--- src/rtl/trpf_pkg.sv ---
// Shared types, codes and defaults for the triac phase fire controller.
package trpf_pkg;

    // Default timer and compare width
    localparam int TIMER_WIDTH_DEF = 16;

    // Field widths fixed by the interface
    localparam int CFG_DATA_W   = 16;
    localparam int CFG_INDEX_W  = 2;
    localparam int TICKS_W      = 16;
    localparam int PPC_W        = 2;
    localparam int PULSE_CNT_W  = 3;
    localparam int CROSS_CNT_W  = 16;

    // Configuration register indexes
    localparam logic [CFG_INDEX_W-1:0] CFG_PULSE_HIGH = 2'd0;
    localparam logic [CFG_INDEX_W-1:0] CFG_PULSE_LOW  = 2'd1;
    localparam logic [CFG_INDEX_W-1:0] CFG_PULSES_PER = 2'd2;

    // Configuration reset values
    localparam logic [TICKS_W-1:0] PULSE_HIGH_RST = 16'd250;
    localparam logic [TICKS_W-1:0] PULSE_LOW_RST  = 16'd50;
    localparam logic [PPC_W-1:0]   PULSES_PER_RST = 2'd3;

    // Pulse counter value that marks a stopped train
    localparam logic [PULSE_CNT_W-1:0] PULSES_STOPPED = 3'd4;

    // Input action codes
    typedef enum logic {
        ACT_TICK     = 1'b0,
        ACT_CROSSING = 1'b1
    } trpf_action_t;

    // One update step handed to the timer units
    typedef struct packed {
        logic fire;      // commit this transaction to state
        logic crossing;  // zero crossing, else timer tick
        logic enable;    // firing enable
        logic stop_ok;   // servo stop allowed
    } trpf_step_t;

    // Post-update gate status
    typedef struct packed {
        logic                   level;
        logic [PULSE_CNT_W-1:0] pulses;
    } trpf_gate_stat_t;

endpackage

--- src/rtl/trpf_gate.sv ---
// Gate timer: phase delay wait and gate pulse train generation.
module trpf_gate import trpf_pkg::*; #(
    parameter int TIMER_WIDTH = TIMER_WIDTH_DEF
) (
    input  logic                   aclk,
    input  logic                   aresetn,
    input  trpf_step_t             step,
    input  logic [TICKS_W-1:0]     phase_delay,
    input  logic [TICKS_W-1:0]     pulse_high_ticks,
    input  logic [TICKS_W-1:0]     pulse_low_ticks,
    input  logic [PPC_W-1:0]       pulses_per_half_cycle,
    output trpf_gate_stat_t        stat_next
);

    logic [TIMER_WIDTH-1:0] timer_reg, timer_next;
    logic [TIMER_WIDTH-1:0] compare_reg, compare_next;
    logic                   armed_reg, armed_next;
    logic                   phase_high_reg, phase_high_next;
    logic                   level_reg, level_next;
    logic [PULSE_CNT_W-1:0] pulses_reg, pulses_next;

    logic [TIMER_WIDTH-1:0] timer_inc;
    logic [PULSE_CNT_W-1:0] pulses_inc;
    logic                   event_hit;

    assign timer_inc  = timer_reg + 1'b1;
    assign pulses_inc = pulses_reg + 1'b1;
    assign event_hit  = armed_reg && (timer_inc == compare_reg);

    // Compute next gate state for one transaction
    always_comb begin
        timer_next      = timer_reg;
        compare_next    = compare_reg;
        armed_next      = armed_reg;
        phase_high_next = phase_high_reg;
        level_next      = level_reg;
        pulses_next     = pulses_reg;
        if (step.crossing) begin
            if (pulses_reg == PULSES_STOPPED) begin
                pulses_next = '0;
            end
            phase_high_next = 1'b0;
            timer_next      = '0;
            compare_next    = TIMER_WIDTH'(phase_delay);
            if (step.enable) begin
                armed_next = 1'b1;
            end
        end else begin
            timer_next = timer_inc;
            if (event_hit) begin
                if (!phase_high_reg) begin
                    // Start a pulse unless the train has stopped
                    if (pulses_reg < PULSES_STOPPED) begin
                        if (step.enable) begin
                            level_next = 1'b1;
                        end
                        phase_high_next = 1'b1;
                        timer_next      = '0;
                        compare_next    = TIMER_WIDTH'(pulse_high_ticks);
                    end
                end else begin
                    // End a pulse and count it
                    pulses_next     = pulses_inc;
                    timer_next      = '0;
                    compare_next    = TIMER_WIDTH'(pulse_low_ticks);
                    level_next      = 1'b0;
                    phase_high_next = 1'b0;
                    if (pulses_inc >= PULSE_CNT_W'(pulses_per_half_cycle)) begin
                        armed_next  = 1'b0;
                        pulses_next = PULSES_STOPPED;
                    end
                end
            end
        end
    end

    // Commit gate state
    always_ff @(posedge aclk) begin
        if (!aresetn) begin
            timer_reg      <= '0;
            compare_reg    <= '0;
            armed_reg      <= 1'b0;
            phase_high_reg <= 1'b0;
            level_reg      <= 1'b0;
            pulses_reg     <= '0;
        end else if (step.fire) begin
            timer_reg      <= timer_next;
            compare_reg    <= compare_next;
            armed_reg      <= armed_next;
            phase_high_reg <= phase_high_next;
            level_reg      <= level_next;
            pulses_reg     <= pulses_next;
        end
    end

    assign stat_next.level  = level_next;
    assign stat_next.pulses = pulses_next;

    // Checks
    a_pulses_range: assert property (@(posedge aclk) disable iff (!aresetn)
        pulses_reg <= PULSES_STOPPED)
        else $error("gate pulse counter out of range");

    a_stop_disarms: assert property (@(posedge aclk) disable iff (!aresetn)
        (step.fire && !step.crossing && event_hit && phase_high_reg
         && pulses_next == PULSES_STOPPED) |=> !armed_reg)
        else $error("stopped train left gate armed");

    a_stopped_idle: assert property (@(posedge aclk) disable iff (!aresetn)
        pulses_reg == PULSES_STOPPED |-> !phase_high_reg && !level_reg)
        else $error("gate active after the train stopped");

endmodule

--- src/rtl/trpf_servo.sv ---
// Servo timer: servo pulse width and sticky stop handling.
module trpf_servo import trpf_pkg::*; #(
    parameter int TIMER_WIDTH = TIMER_WIDTH_DEF
) (
    input  logic               aclk,
    input  logic               aresetn,
    input  trpf_step_t         step,
    input  logic [TICKS_W-1:0] servo_width,
    output logic               level_next
);

    logic [TIMER_WIDTH-1:0] timer_reg, timer_next;
    logic [TIMER_WIDTH-1:0] compare_reg, compare_next;
    logic                   armed_reg, armed_next;
    logic                   pending_reg, pending_next;
    logic                   level_reg;

    logic [TIMER_WIDTH-1:0] timer_inc;
    logic                   pend_now;

    assign timer_inc = timer_reg + 1'b1;
    assign pend_now  = pending_reg || (armed_reg && (timer_inc == compare_reg));

    // Compute next servo state for one transaction
    always_comb begin
        timer_next   = timer_reg;
        compare_next = compare_reg;
        armed_next   = armed_reg;
        pending_next = pending_reg;
        level_next   = level_reg;
        if (step.crossing) begin
            level_next   = 1'b1;
            timer_next   = '0;
            compare_next = TIMER_WIDTH'(servo_width);
            armed_next   = 1'b1;
            pending_next = 1'b0;
        end else begin
            timer_next   = timer_inc;
            pending_next = pend_now;
            // Drop the pulse once a match is pending and stop is allowed
            if (pend_now && step.stop_ok) begin
                armed_next   = 1'b0;
                pending_next = 1'b0;
                level_next   = 1'b0;
            end
        end
    end

    // Commit servo state
    always_ff @(posedge aclk) begin
        if (!aresetn) begin
            timer_reg   <= '0;
            compare_reg <= '0;
            armed_reg   <= 1'b0;
            pending_reg <= 1'b0;
            level_reg   <= 1'b0;
        end else if (step.fire) begin
            timer_reg   <= timer_next;
            compare_reg <= compare_next;
            armed_reg   <= armed_next;
            pending_reg <= pending_next;
            level_reg   <= level_next;
        end
    end

    // Checks
    a_pending_armed: assert property (@(posedge aclk) disable iff (!aresetn)
        pending_reg |-> armed_reg)
        else $error("servo match pending while disarmed");

    a_cross_raises: assert property (@(posedge aclk) disable iff (!aresetn)
        (step.fire && step.crossing) |=> level_reg && armed_reg && !pending_reg)
        else $error("crossing did not restart servo pulse");

    a_stop_drops: assert property (@(posedge aclk) disable iff (!aresetn)
        (step.fire && !step.crossing && pend_now && step.stop_ok) |=> !level_reg)
        else $error("servo stop did not drop output");

endmodule

--- src/rtl/triac_phase_fire_controller.sv ---
// Top level: input register, gate and servo timers, result register.
//
//  channel  prefix  handshake           payload
//  input    s_      s_valid / s_ready   action, phase_delay, servo_width,
//                                       firing_enable, servo_stop_allowed
//  result   m_      m_valid / m_ready   gate_out, servo_out, pulses_done, half_cycles
//  config   cfg_    cfg_wr_en           cfg_index, cfg_wdata
//
// One transaction per cycle while the result channel is not stalled; a result is presented
// after the input register, then the single-pass state update into the result register.
// Synchronous active-low reset clears all timers, flags and counters and loads
// the register defaults. A stalled result holds the result register and the
// input register; s_ready stays high while either stage can move.
module triac_phase_fire_controller import trpf_pkg::*; #(
    parameter int TIMER_WIDTH = TIMER_WIDTH_DEF
) (
    input  logic                   aclk,
    input  logic                   aresetn,
    // Configuration
    input  logic                   cfg_wr_en,
    input  logic [CFG_INDEX_W-1:0] cfg_index,
    input  logic [CFG_DATA_W-1:0]  cfg_wdata,
    // Input channel
    input  logic                   s_valid,
    output logic                   s_ready,
    input  logic                   s_action,
    input  logic [TICKS_W-1:0]     s_phase_delay,
    input  logic [TICKS_W-1:0]     s_servo_width,
    input  logic                   s_firing_enable,
    input  logic                   s_servo_stop_allowed,
    // Result channel
    output logic                   m_valid,
    input  logic                   m_ready,
    output logic                   m_gate_out,
    output logic                   m_servo_out,
    output logic [PULSE_CNT_W-1:0] m_pulses_done,
    output logic [CROSS_CNT_W-1:0] m_half_cycles
);

    // Configuration registers
    logic [TICKS_W-1:0] pulse_high_reg;
    logic [TICKS_W-1:0] pulse_low_reg;
    logic [PPC_W-1:0]   pulses_per_reg;

    // Input stage
    logic               in_valid_reg;
    logic               in_action_reg;
    logic [TICKS_W-1:0] in_delay_reg;
    logic [TICKS_W-1:0] in_width_reg;
    logic               in_enable_reg;
    logic               in_stop_reg;

    // Result stage
    logic                   out_valid_reg;
    logic                   out_gate_reg;
    logic                   out_servo_reg;
    logic [PULSE_CNT_W-1:0] out_pulses_reg;
    logic [CROSS_CNT_W-1:0] out_cross_reg;

    logic [CROSS_CNT_W-1:0] crossing_count_reg, crossing_count_next;

    logic            advance;
    trpf_step_t      step;
    trpf_gate_stat_t gate_stat;
    logic            servo_level_next;

    assign advance = !out_valid_reg || m_ready;
    assign s_ready = !in_valid_reg || advance;

    assign step.fire     = in_valid_reg && advance;
    assign step.crossing = (trpf_action_t'(in_action_reg) == ACT_CROSSING);
    assign step.enable   = in_enable_reg;
    assign step.stop_ok  = in_stop_reg;

    // Write configuration registers
    always_ff @(posedge aclk) begin
        if (!aresetn) begin
            pulse_high_reg <= PULSE_HIGH_RST;
            pulse_low_reg  <= PULSE_LOW_RST;
            pulses_per_reg <= PULSES_PER_RST;
        end else if (cfg_wr_en) begin
            case (cfg_index)
                CFG_PULSE_HIGH: pulse_high_reg <= cfg_wdata;
                CFG_PULSE_LOW:  pulse_low_reg  <= cfg_wdata;
                CFG_PULSES_PER: pulses_per_reg <= cfg_wdata[PPC_W-1:0];
                default:        ;
            endcase
        end
    end

    // Capture input transaction
    always_ff @(posedge aclk) begin
        if (!aresetn) begin
            in_valid_reg <= 1'b0;
        end else if (s_ready) begin
            in_valid_reg <= s_valid;
        end
    end

    always_ff @(posedge aclk) begin
        if (s_valid && s_ready) begin
            in_action_reg <= s_action;
            in_delay_reg  <= s_phase_delay;
            in_width_reg  <= s_servo_width;
            in_enable_reg <= s_firing_enable;
            in_stop_reg   <= s_servo_stop_allowed;
        end
    end

    trpf_gate #(
        .TIMER_WIDTH (TIMER_WIDTH)
    ) u_gate (
        .aclk                  (aclk),
        .aresetn               (aresetn),
        .step                  (step),
        .phase_delay           (in_delay_reg),
        .pulse_high_ticks      (pulse_high_reg),
        .pulse_low_ticks       (pulse_low_reg),
        .pulses_per_half_cycle (pulses_per_reg),
        .stat_next             (gate_stat)
    );

    trpf_servo #(
        .TIMER_WIDTH (TIMER_WIDTH)
    ) u_servo (
        .aclk        (aclk),
        .aresetn     (aresetn),
        .step        (step),
        .servo_width (in_width_reg),
        .level_next  (servo_level_next)
    );

    // Count zero crossings
    assign crossing_count_next = step.crossing ? crossing_count_reg + 1'b1
                                               : crossing_count_reg;

    always_ff @(posedge aclk) begin
        if (!aresetn) begin
            crossing_count_reg <= '0;
        end else if (step.fire) begin
            crossing_count_reg <= crossing_count_next;
        end
    end

    // Hold result until taken
    always_ff @(posedge aclk) begin
        if (!aresetn) begin
            out_valid_reg <= 1'b0;
        end else if (advance) begin
            out_valid_reg <= in_valid_reg;
        end
    end

    always_ff @(posedge aclk) begin
        if (step.fire) begin
            out_gate_reg   <= gate_stat.level;
            out_servo_reg  <= servo_level_next;
            out_pulses_reg <= gate_stat.pulses;
            out_cross_reg  <= crossing_count_next;
        end
    end

    assign m_valid       = out_valid_reg;
    assign m_gate_out    = out_gate_reg;
    assign m_servo_out   = out_servo_reg;
    assign m_pulses_done = out_pulses_reg;
    assign m_half_cycles = out_cross_reg;

    // Checks
    a_fire_gives_result: assert property (@(posedge aclk) disable iff (!aresetn)
        step.fire |=> out_valid_reg)
        else $error("committed transaction produced no result");

    a_count_step: assert property (@(posedge aclk) disable iff (!aresetn)
        (step.fire && step.crossing) |=>
            crossing_count_reg == $past(crossing_count_reg) + 1'b1)
        else $error("crossing count did not advance");

    a_result_count: assert property (@(posedge aclk) disable iff (!aresetn)
        out_valid_reg |-> out_cross_reg == crossing_count_reg || in_valid_reg)
        else $error("result crossing count out of step");

endmodule

--- config.mk ---
export PLATFORM = sky130hd
export DESIGN_NAME = triac_phase_fire_controller
export DESIGN_NICKNAME = d
export VERILOG_FILES = /design/src/rtl/trpf_pkg.sv /design/src/rtl/trpf_gate.sv /design/src/rtl/trpf_servo.sv /design/src/rtl/triac_phase_fire_controller.sv
export SDC_FILE = /design/constraint.sdc
export NUM_CORES = 1
export LEC_CHECK = 0
export BUFFER_PORTS_ARGS = -buffer_cell sky130_fd_sc_hd__buf_2
export CAP_MARGIN = 20
export CORE_MARGIN = 3
export CORE_UTILIZATION = 59
export DETAILED_ROUTE_END_ITERATION = 10
export PLACE_DENSITY = 0.79
export SLEW_MARGIN = 5
export SYNTH_ARGS = -nofsm -noshare
export SYNTH_HDL_FRONTEND = slang
export SYNTH_SLANG_ARGS = --single-unit
export TNS_END_PERCENT = 50
--- constraint.sdc ---
create_clock -name aclk -period 4.2 [get_ports aclk]
set_input_delay 0.84 -clock aclk [delete_from_list [all_inputs] [get_ports aclk]]
set_output_delay 0.84 -clock aclk [all_outputs]
set_load 0.005 [all_outputs]
==> results of run 1 <==
[area by class of cell]
| cell class | instances | area [µm²] |
|---|---|---|
| inverters | 13 | 48.8 |
| clock inverters | 13 | 106 |
| repair buffers | 95 | 513 |
| well taps | 180 | 225 |
| fillers | 1159 | 4470 |
| clock buffers | 19 | 433 |
| multi-input cells | 705 | 4120 |
| flip-flops and latches | 181 | 4180 |
[worst max-delay path, delay by kind of cell (launching register included)]
kind | cells | cell delay, ns
flip-flops | 1 | 0.46
AO/OA/AOI/OAI | 2 | 0.55
adder cells (fa/ha/maj) | 1 | 0.30
AND/OR/NAND/NOR | 5 | 2.03
[cell usage in the layout (no fill, tap or decap), drive strengths merged, types with 3 or more instances in the layout]
cell | synthesis | routed
nand2 | 176 | 176
dfxtp | 125 | 125
buf | 15 | 95
a21oi | 85 | 85
o21ai | 57 | 57
edfxtp | 56 | 56
nor2 | 50 | 50
xnor2 | 48 | 48
nand3 | 45 | 45
nor3 | 25 | 25
xor2 | 24 | 24
o211ai | 24 | 24
mux2i | 23 | 23
clkbuf | 58 | 19
inv | 13 | 17
and2 | 16 | 16
nor4 | 14 | 14
nand4 | 12 | 12
o221ai | 9 | 9
a31oi | 8 | 8
and3 | 8 | 8
nor2b | 7 | 7
ha | 7 | 7
or4 | 7 | 7
clkinv | 0 | 7
or3 | 5 | 5
and4 | 4 | 4
o311ai | 4 | 4
nand3b | 4 | 4
a41oi | 4 | 4
o21a | 4 | 4
nand2b | 4 | 4
nor4b | 3 | 3
[metrics by stage]
stage | worst slack (ns) | util
after floorplan | 1.29 | -
after global placement | 0.769 | 0.645
after detailed placement | 0.639 | 0.645
after CTS | 0.628 | 0.683
after global routing | 0.346 | 0.683
final | 0.570 | 0.683
[metal layers]
layer | share of wire | GRT usage | vias to the layer above | wire length (µm)
met4 | 0.016 | 0.0763 | 0 | 299
li1 | - | - | 3519 | -
met3 | 0.062 | 0.0406 | 24 | 1170
met5 | 0 | 0 | - | 0
met2 | 0.46 | 0.371 | 230 | 8650
met1 | 0.46 | 0.336 | 3342 | 8680
[power groups by stage]
stage	Sequential [mW]	Clock (mW)	Combinational [mW]
detailed placement	1.93	0	0.228
finish	1.89	1.49	0.229
floorplan	1.92	0	0.145
CTS	1.89	1.51	0.229
global placement	1.93	0	0.223
global route	1.90	1.58	0.256
[cells by family after synthesis]
kind of cell,count (synthesis)
XOR/XNOR,72
buffers and inverters,86
AND/OR/NAND/NOR,387
AO/OA/AOI/OAI,215
adder cells (fa/ha/maj),7
flip-flops,181
multiplexers,24
[worst max path at each step]
stage,endpoint,from,cells past startpoint,slack (ns)
after detailed placement,m_pulses_done[1],u_gate.timer_reg[0],8,0.64
after global placement,u_gate.pulses_reg[0],u_gate.timer_reg[0],8,0.77
after global routing,m_pulses_done[1],u_gate.timer_reg[0],8,0.35
final,m_pulses_done[1],u_gate.timer_reg[0],8,0.57
after floorplan,u_gate.pulses_reg[0],u_gate.timer_reg[0],10,1.29
after CTS,m_pulses_done[1],u_gate.timer_reg[0],8,0.63
==> results.toml, run 1 <==
[clock_network]
htree_levels = 4
cts-resized-gates = 0
cts_buffers = 17
clock-sinks = 181
post_cts_buffers = 0
cts_hold_buf = 0
insertion_delay_ns = 0.43
cts_tree = "built"
path_clk_slew_ns = 0.07
root_buffer = "clkbuf_16"
clockBufferDepth = 2

[timing]
finalHoldViolations = 0
finalMaxSlewViolations = 0
slew_headroom = 0.424
period_minus_slack_ns = 3.63
worst_slew_pin_slew_ns = 0.864
final.period_utilization = 0.864
max_freq_mhz = 275
rsz0062_at_grt = "no"
fin_skew_ns = 0.00960
hold_slack_ns = 0.455
setup_viol = 0
setup_tns_ns = 0

[drt]
drtIter0Drc = 655
dr.pass1.iters = 6
wire_per_inst_um = 15.6
postRouteAntennaNets = 0
vias_per_cell = 5.90
num_vias = 7115
routed_wl_um = 18800
drcViolationCount = 0

[power]
p_comb_frac = 0.063
seqPwrFrac = 0.523
p_int_mw = 2.76
p_sw_frac = 0.237
pwr_density_cell_mw_per_mm2 = 375
power.leakage_nw = 3.45
vdd_drop_max_mv = 0.299
clkPwrFrac = 0.413
switchingPower_uw = 855
finalPower_mw = 3.61

[floorplanning]
row_count = 43
pin_count = 81
core_area_mm2 = 0.0141
die_w_um = 127
die_area_mm2 = 0.0161
start_util = 0.613
die_h_um = 127

[finish]
layout-drive-gt1-share = 0.134
n_antenna_cell = 0
finalNonFillerCells = 1206
finalInstanceArea_mm2 = 0.00963
area_growth_pct = 11.5
nets = 1078

[yosys]
synthXorXnorAreaFrac = 0.0730
synth_area_leaders = "dfxtp_1 (29%), edfxtp_1 (19%), nand2_1 (7.6%)"
synthSimpleGateAreaFrac = 0.214
synthAdderAreaFrac = 0.0101
synth_edf_count = 56
syn_inst = 972
synth_mux_area_frac = 0.0280
yosys-top-cells-count = "nand2_1 (176), dfxtp_1 (125), a21oi_1 (85)"
ys_async_sr_fraction = 0
avgSynthCellArea_um2 = 8.88
synth_most_common_cell = "nand2_1"
synth-compound-area-share = 0.151
yosysSeqAreaShare = 0.484
yosys.area.top_type_share = 0.290
yosys.area.top_type = "dfxtp_1"
synth_ff_type = "dfxtp_1"
yosys_register_bits = 181
ys_types = 60
postSynthNetCount = 1037
synth_top_family_by_area = "simple AND/OR/NAND/NOR gates"
yosysWarningCount = 0
synth_area_mm2 = 0.00864

[grt]
globalRouteOverflowTotal = 0
grt_pass1_wl_um = 31000
track_usage = 0.236
grt_max_degree = 81
antenna_found_initial = 0
grt_pass1_vias = 6415

[setup_path]
cp_data_required_time_ns = 4.36
cp-end-kind = "register"
worstRegToRegCells = 8
startpoint_type = "register"
path_class = "reg -> reg"
cp_slowest_stage_delay_ns = 0.90
crit_arrival_ns = 3.79
reg2reg_from = "u_gate.timer_reg[0]"
r2r_end = "m_pulses_done[1]"
cp_max_fo = 22
r2r_slack_ns = 0.57
path_cells = "ha_1 -> nand3_2 -> or2_1 -> o41ai_4 -> nand3_1 -> or4_1 -> nor3_1 -> o21ai_0"
crit_slowest_cell = "or4_1"

[min_path]
whs_path_depth = 2
hp-start = "pulse_low_reg[8]"
min_to = "pulse_low_reg[8]"
hold_path.class = "reg -> reg"

[place]
placedCellCount = 1174
placed_area_mm2 = 0.00909
gp_congestion = 0.868
portBuffers = 80
place_hpwl_um = 12400

[flow_run]
maxCapViolations = 0

[status]
status = "complete, no violations"
(Power assumes the default switching activity.)
==> inputs of run 2 (changes only) <==
Settings changed: GPL_TIMING_DRIVEN from default to 0.
==> results.toml, run 2 (synthesis results as in run 1) <==
[status]
status = "complete, no violations"

[grt]
globalRouteOverflowTotal = 0
antenna_found_initial = 0
met1_usage = 0.351
grt_pass1_wl_um = 34000
grt_most_used_layer = "met2"
grtUsageMet2 = 0.421
grt_max_degree = 36
use_met3 = 0.0564
track_usage = 0.260
grt_pass1_vias = 7024

[timing]
setup_tns_ns = 0
hold_slack_ns = 0.456
fin_skew_ns = 0.00802
finalHoldViolations = 0
setup_viol = 0
max_freq_mhz = 267
finalMaxSlewViolations = 0
final.period_utilization = 0.890
period_minus_slack_ns = 3.74
rsz0062_at_grt = "no"
worst_slew_pin_slew_ns = 1.05
slew_headroom = 0.295

[floorplanning]
pin_count = 81
die_area_mm2 = 0.0161
core_area_mm2 = 0.0141
row_count = 43
die_w_um = 127
start_util = 0.613
die_h_um = 127

[clock_network]
cts-resized-gates = 0
post_cts_buffers = 0
clockBufferDepth = 2
cts_tree = "built"
clock-sinks = 181
root_buffer = "clkbuf_16"
path_clk_slew_ns = 0.07
insertion_delay_ns = 0.43
cts_buffers = 17
htree_levels = 4
cts_hold_buf = 0

[setup_path]
cp_data_required_time_ns = 4.50
cp-end-kind = "register"
path_class = "reg -> reg"
cp_max_fo = 9
crit_arrival_ns = 4.04
r2r_slack_ns = 0.46
startpoint_type = "register"

[drt]
drcViolationCount = 0
dr.pass1.iters = 7
drtIter0Drc = 704
vias_per_cell = 5.92
routed_wl_um = 20800
num_vias = 7479
postRouteAntennaNets = 0
wire_per_inst_um = 16.5

[place]
portBuffers = 80
gp_congestion = 0.898
place_hpwl_um = 14500

[finish]
final_common_cell = "nand2_1"
area_growth_pct = 14.1
nets = 1136
layout_common_cells = "nand2_1 (176), dfxtp_1 (125), buf_2 (85), a21oi_1 (85), clkbuf_1 (59)"
layout-drive-gt1-share = 0.120
n_antenna_cell = 0

[flow_run]
maxCapViolations = 0

[min_path]
hold_path.class = "reg -> reg"

[power]
pwr_density_cell_mw_per_mm2 = 377
finalPower_mw = 3.71
vdd_drop_max_mv = 0.296
power.leakage_nw = 3.51
==> run 2: cell count changes in the layout (fill, tap and decap cells not counted), moves of 2 or more <==
cell / previous run / this run
clkbuf_1: 2 / 59
buf_4: 15 / 0
buf_1: 0 / 9
buf_2: 80 / 85
clkinv_1: 4 / 1
inv_6: 4 / 1
clkbuf_8: 0 / 2
==> run 2: worst paths after layout <==
path,startpoint,endpoint,cells past startpoint
max reg2reg,u_gate.timer_reg[0],u_gate.timer_reg[2],8
min,pulse_high_reg[15],pulse_high_reg[15],2
min reg2reg,pulse_high_reg[15],pulse_high_reg[15],2
max,u_gate.timer_reg[0],u_gate.timer_reg[2],8
==> run 2: metal layers <==
metal,vias to the layer above,routed length (µm)
met3,33,1620
met4,0,359
met5,-,0
met1,3504,9130
li1,3654,-
met2,288,9680
==> run 2: cell type report <==
class | count | area, µm²
Buffer | 73 | 289
Multi-Input combinational cell | 705 | 4120
Inverter | 13 | 48.8
Clock inverter | 11 | 126
Timing Repair Buffer | 80 | 400
Tap cell | 180 | 225
Clock buffer | 21 | 460
Fill cell | 1174 | 4250
Sequential cell | 181 | 4180
==> run 2: critical path: stages, from the launching register on <==
cell	delay, ns
dfxtp_1	0.48
ha_1	0.32
nand3_2	0.23
nor4_1	0.58
xnor2_1	0.22
nand4_1	0.33
nor4_1	0.98
o21ai_0	0.28
o2bb2ai_1	0.18
==> run 2: power by group <==
group / internal [mW] / leakage, nW / switching [mW] / total (mW)
Combinational: 0.0844 / 1.68 / 0.163 / 0.248
Sequential: 1.86 / 1.55 / 0.0283 / 1.89
Clock: 0.911 / 0.283 / 0.663 / 1.57
Total: 2.86 / 3.51 / 0.854 / 3.71
==> run 2: through the flow <==
stage / util / std cells / instance area [µm²] / setup slack (ns)
6_report: 0.699 / 1264 / 9850 / 0.461
5_1_grt: 0.699 / 1264 / 9850 / 0.235
4_1_cts: 0.699 / 1264 / 9850 / 0.603
3_5_place_dp: 0.657 / 1232 / 9260 / 0.643
3_3_place_gp: 0.657 / 1232 / 9260 / 0.630
2_1_floorplan: - / 972 / 8640 / 1.29
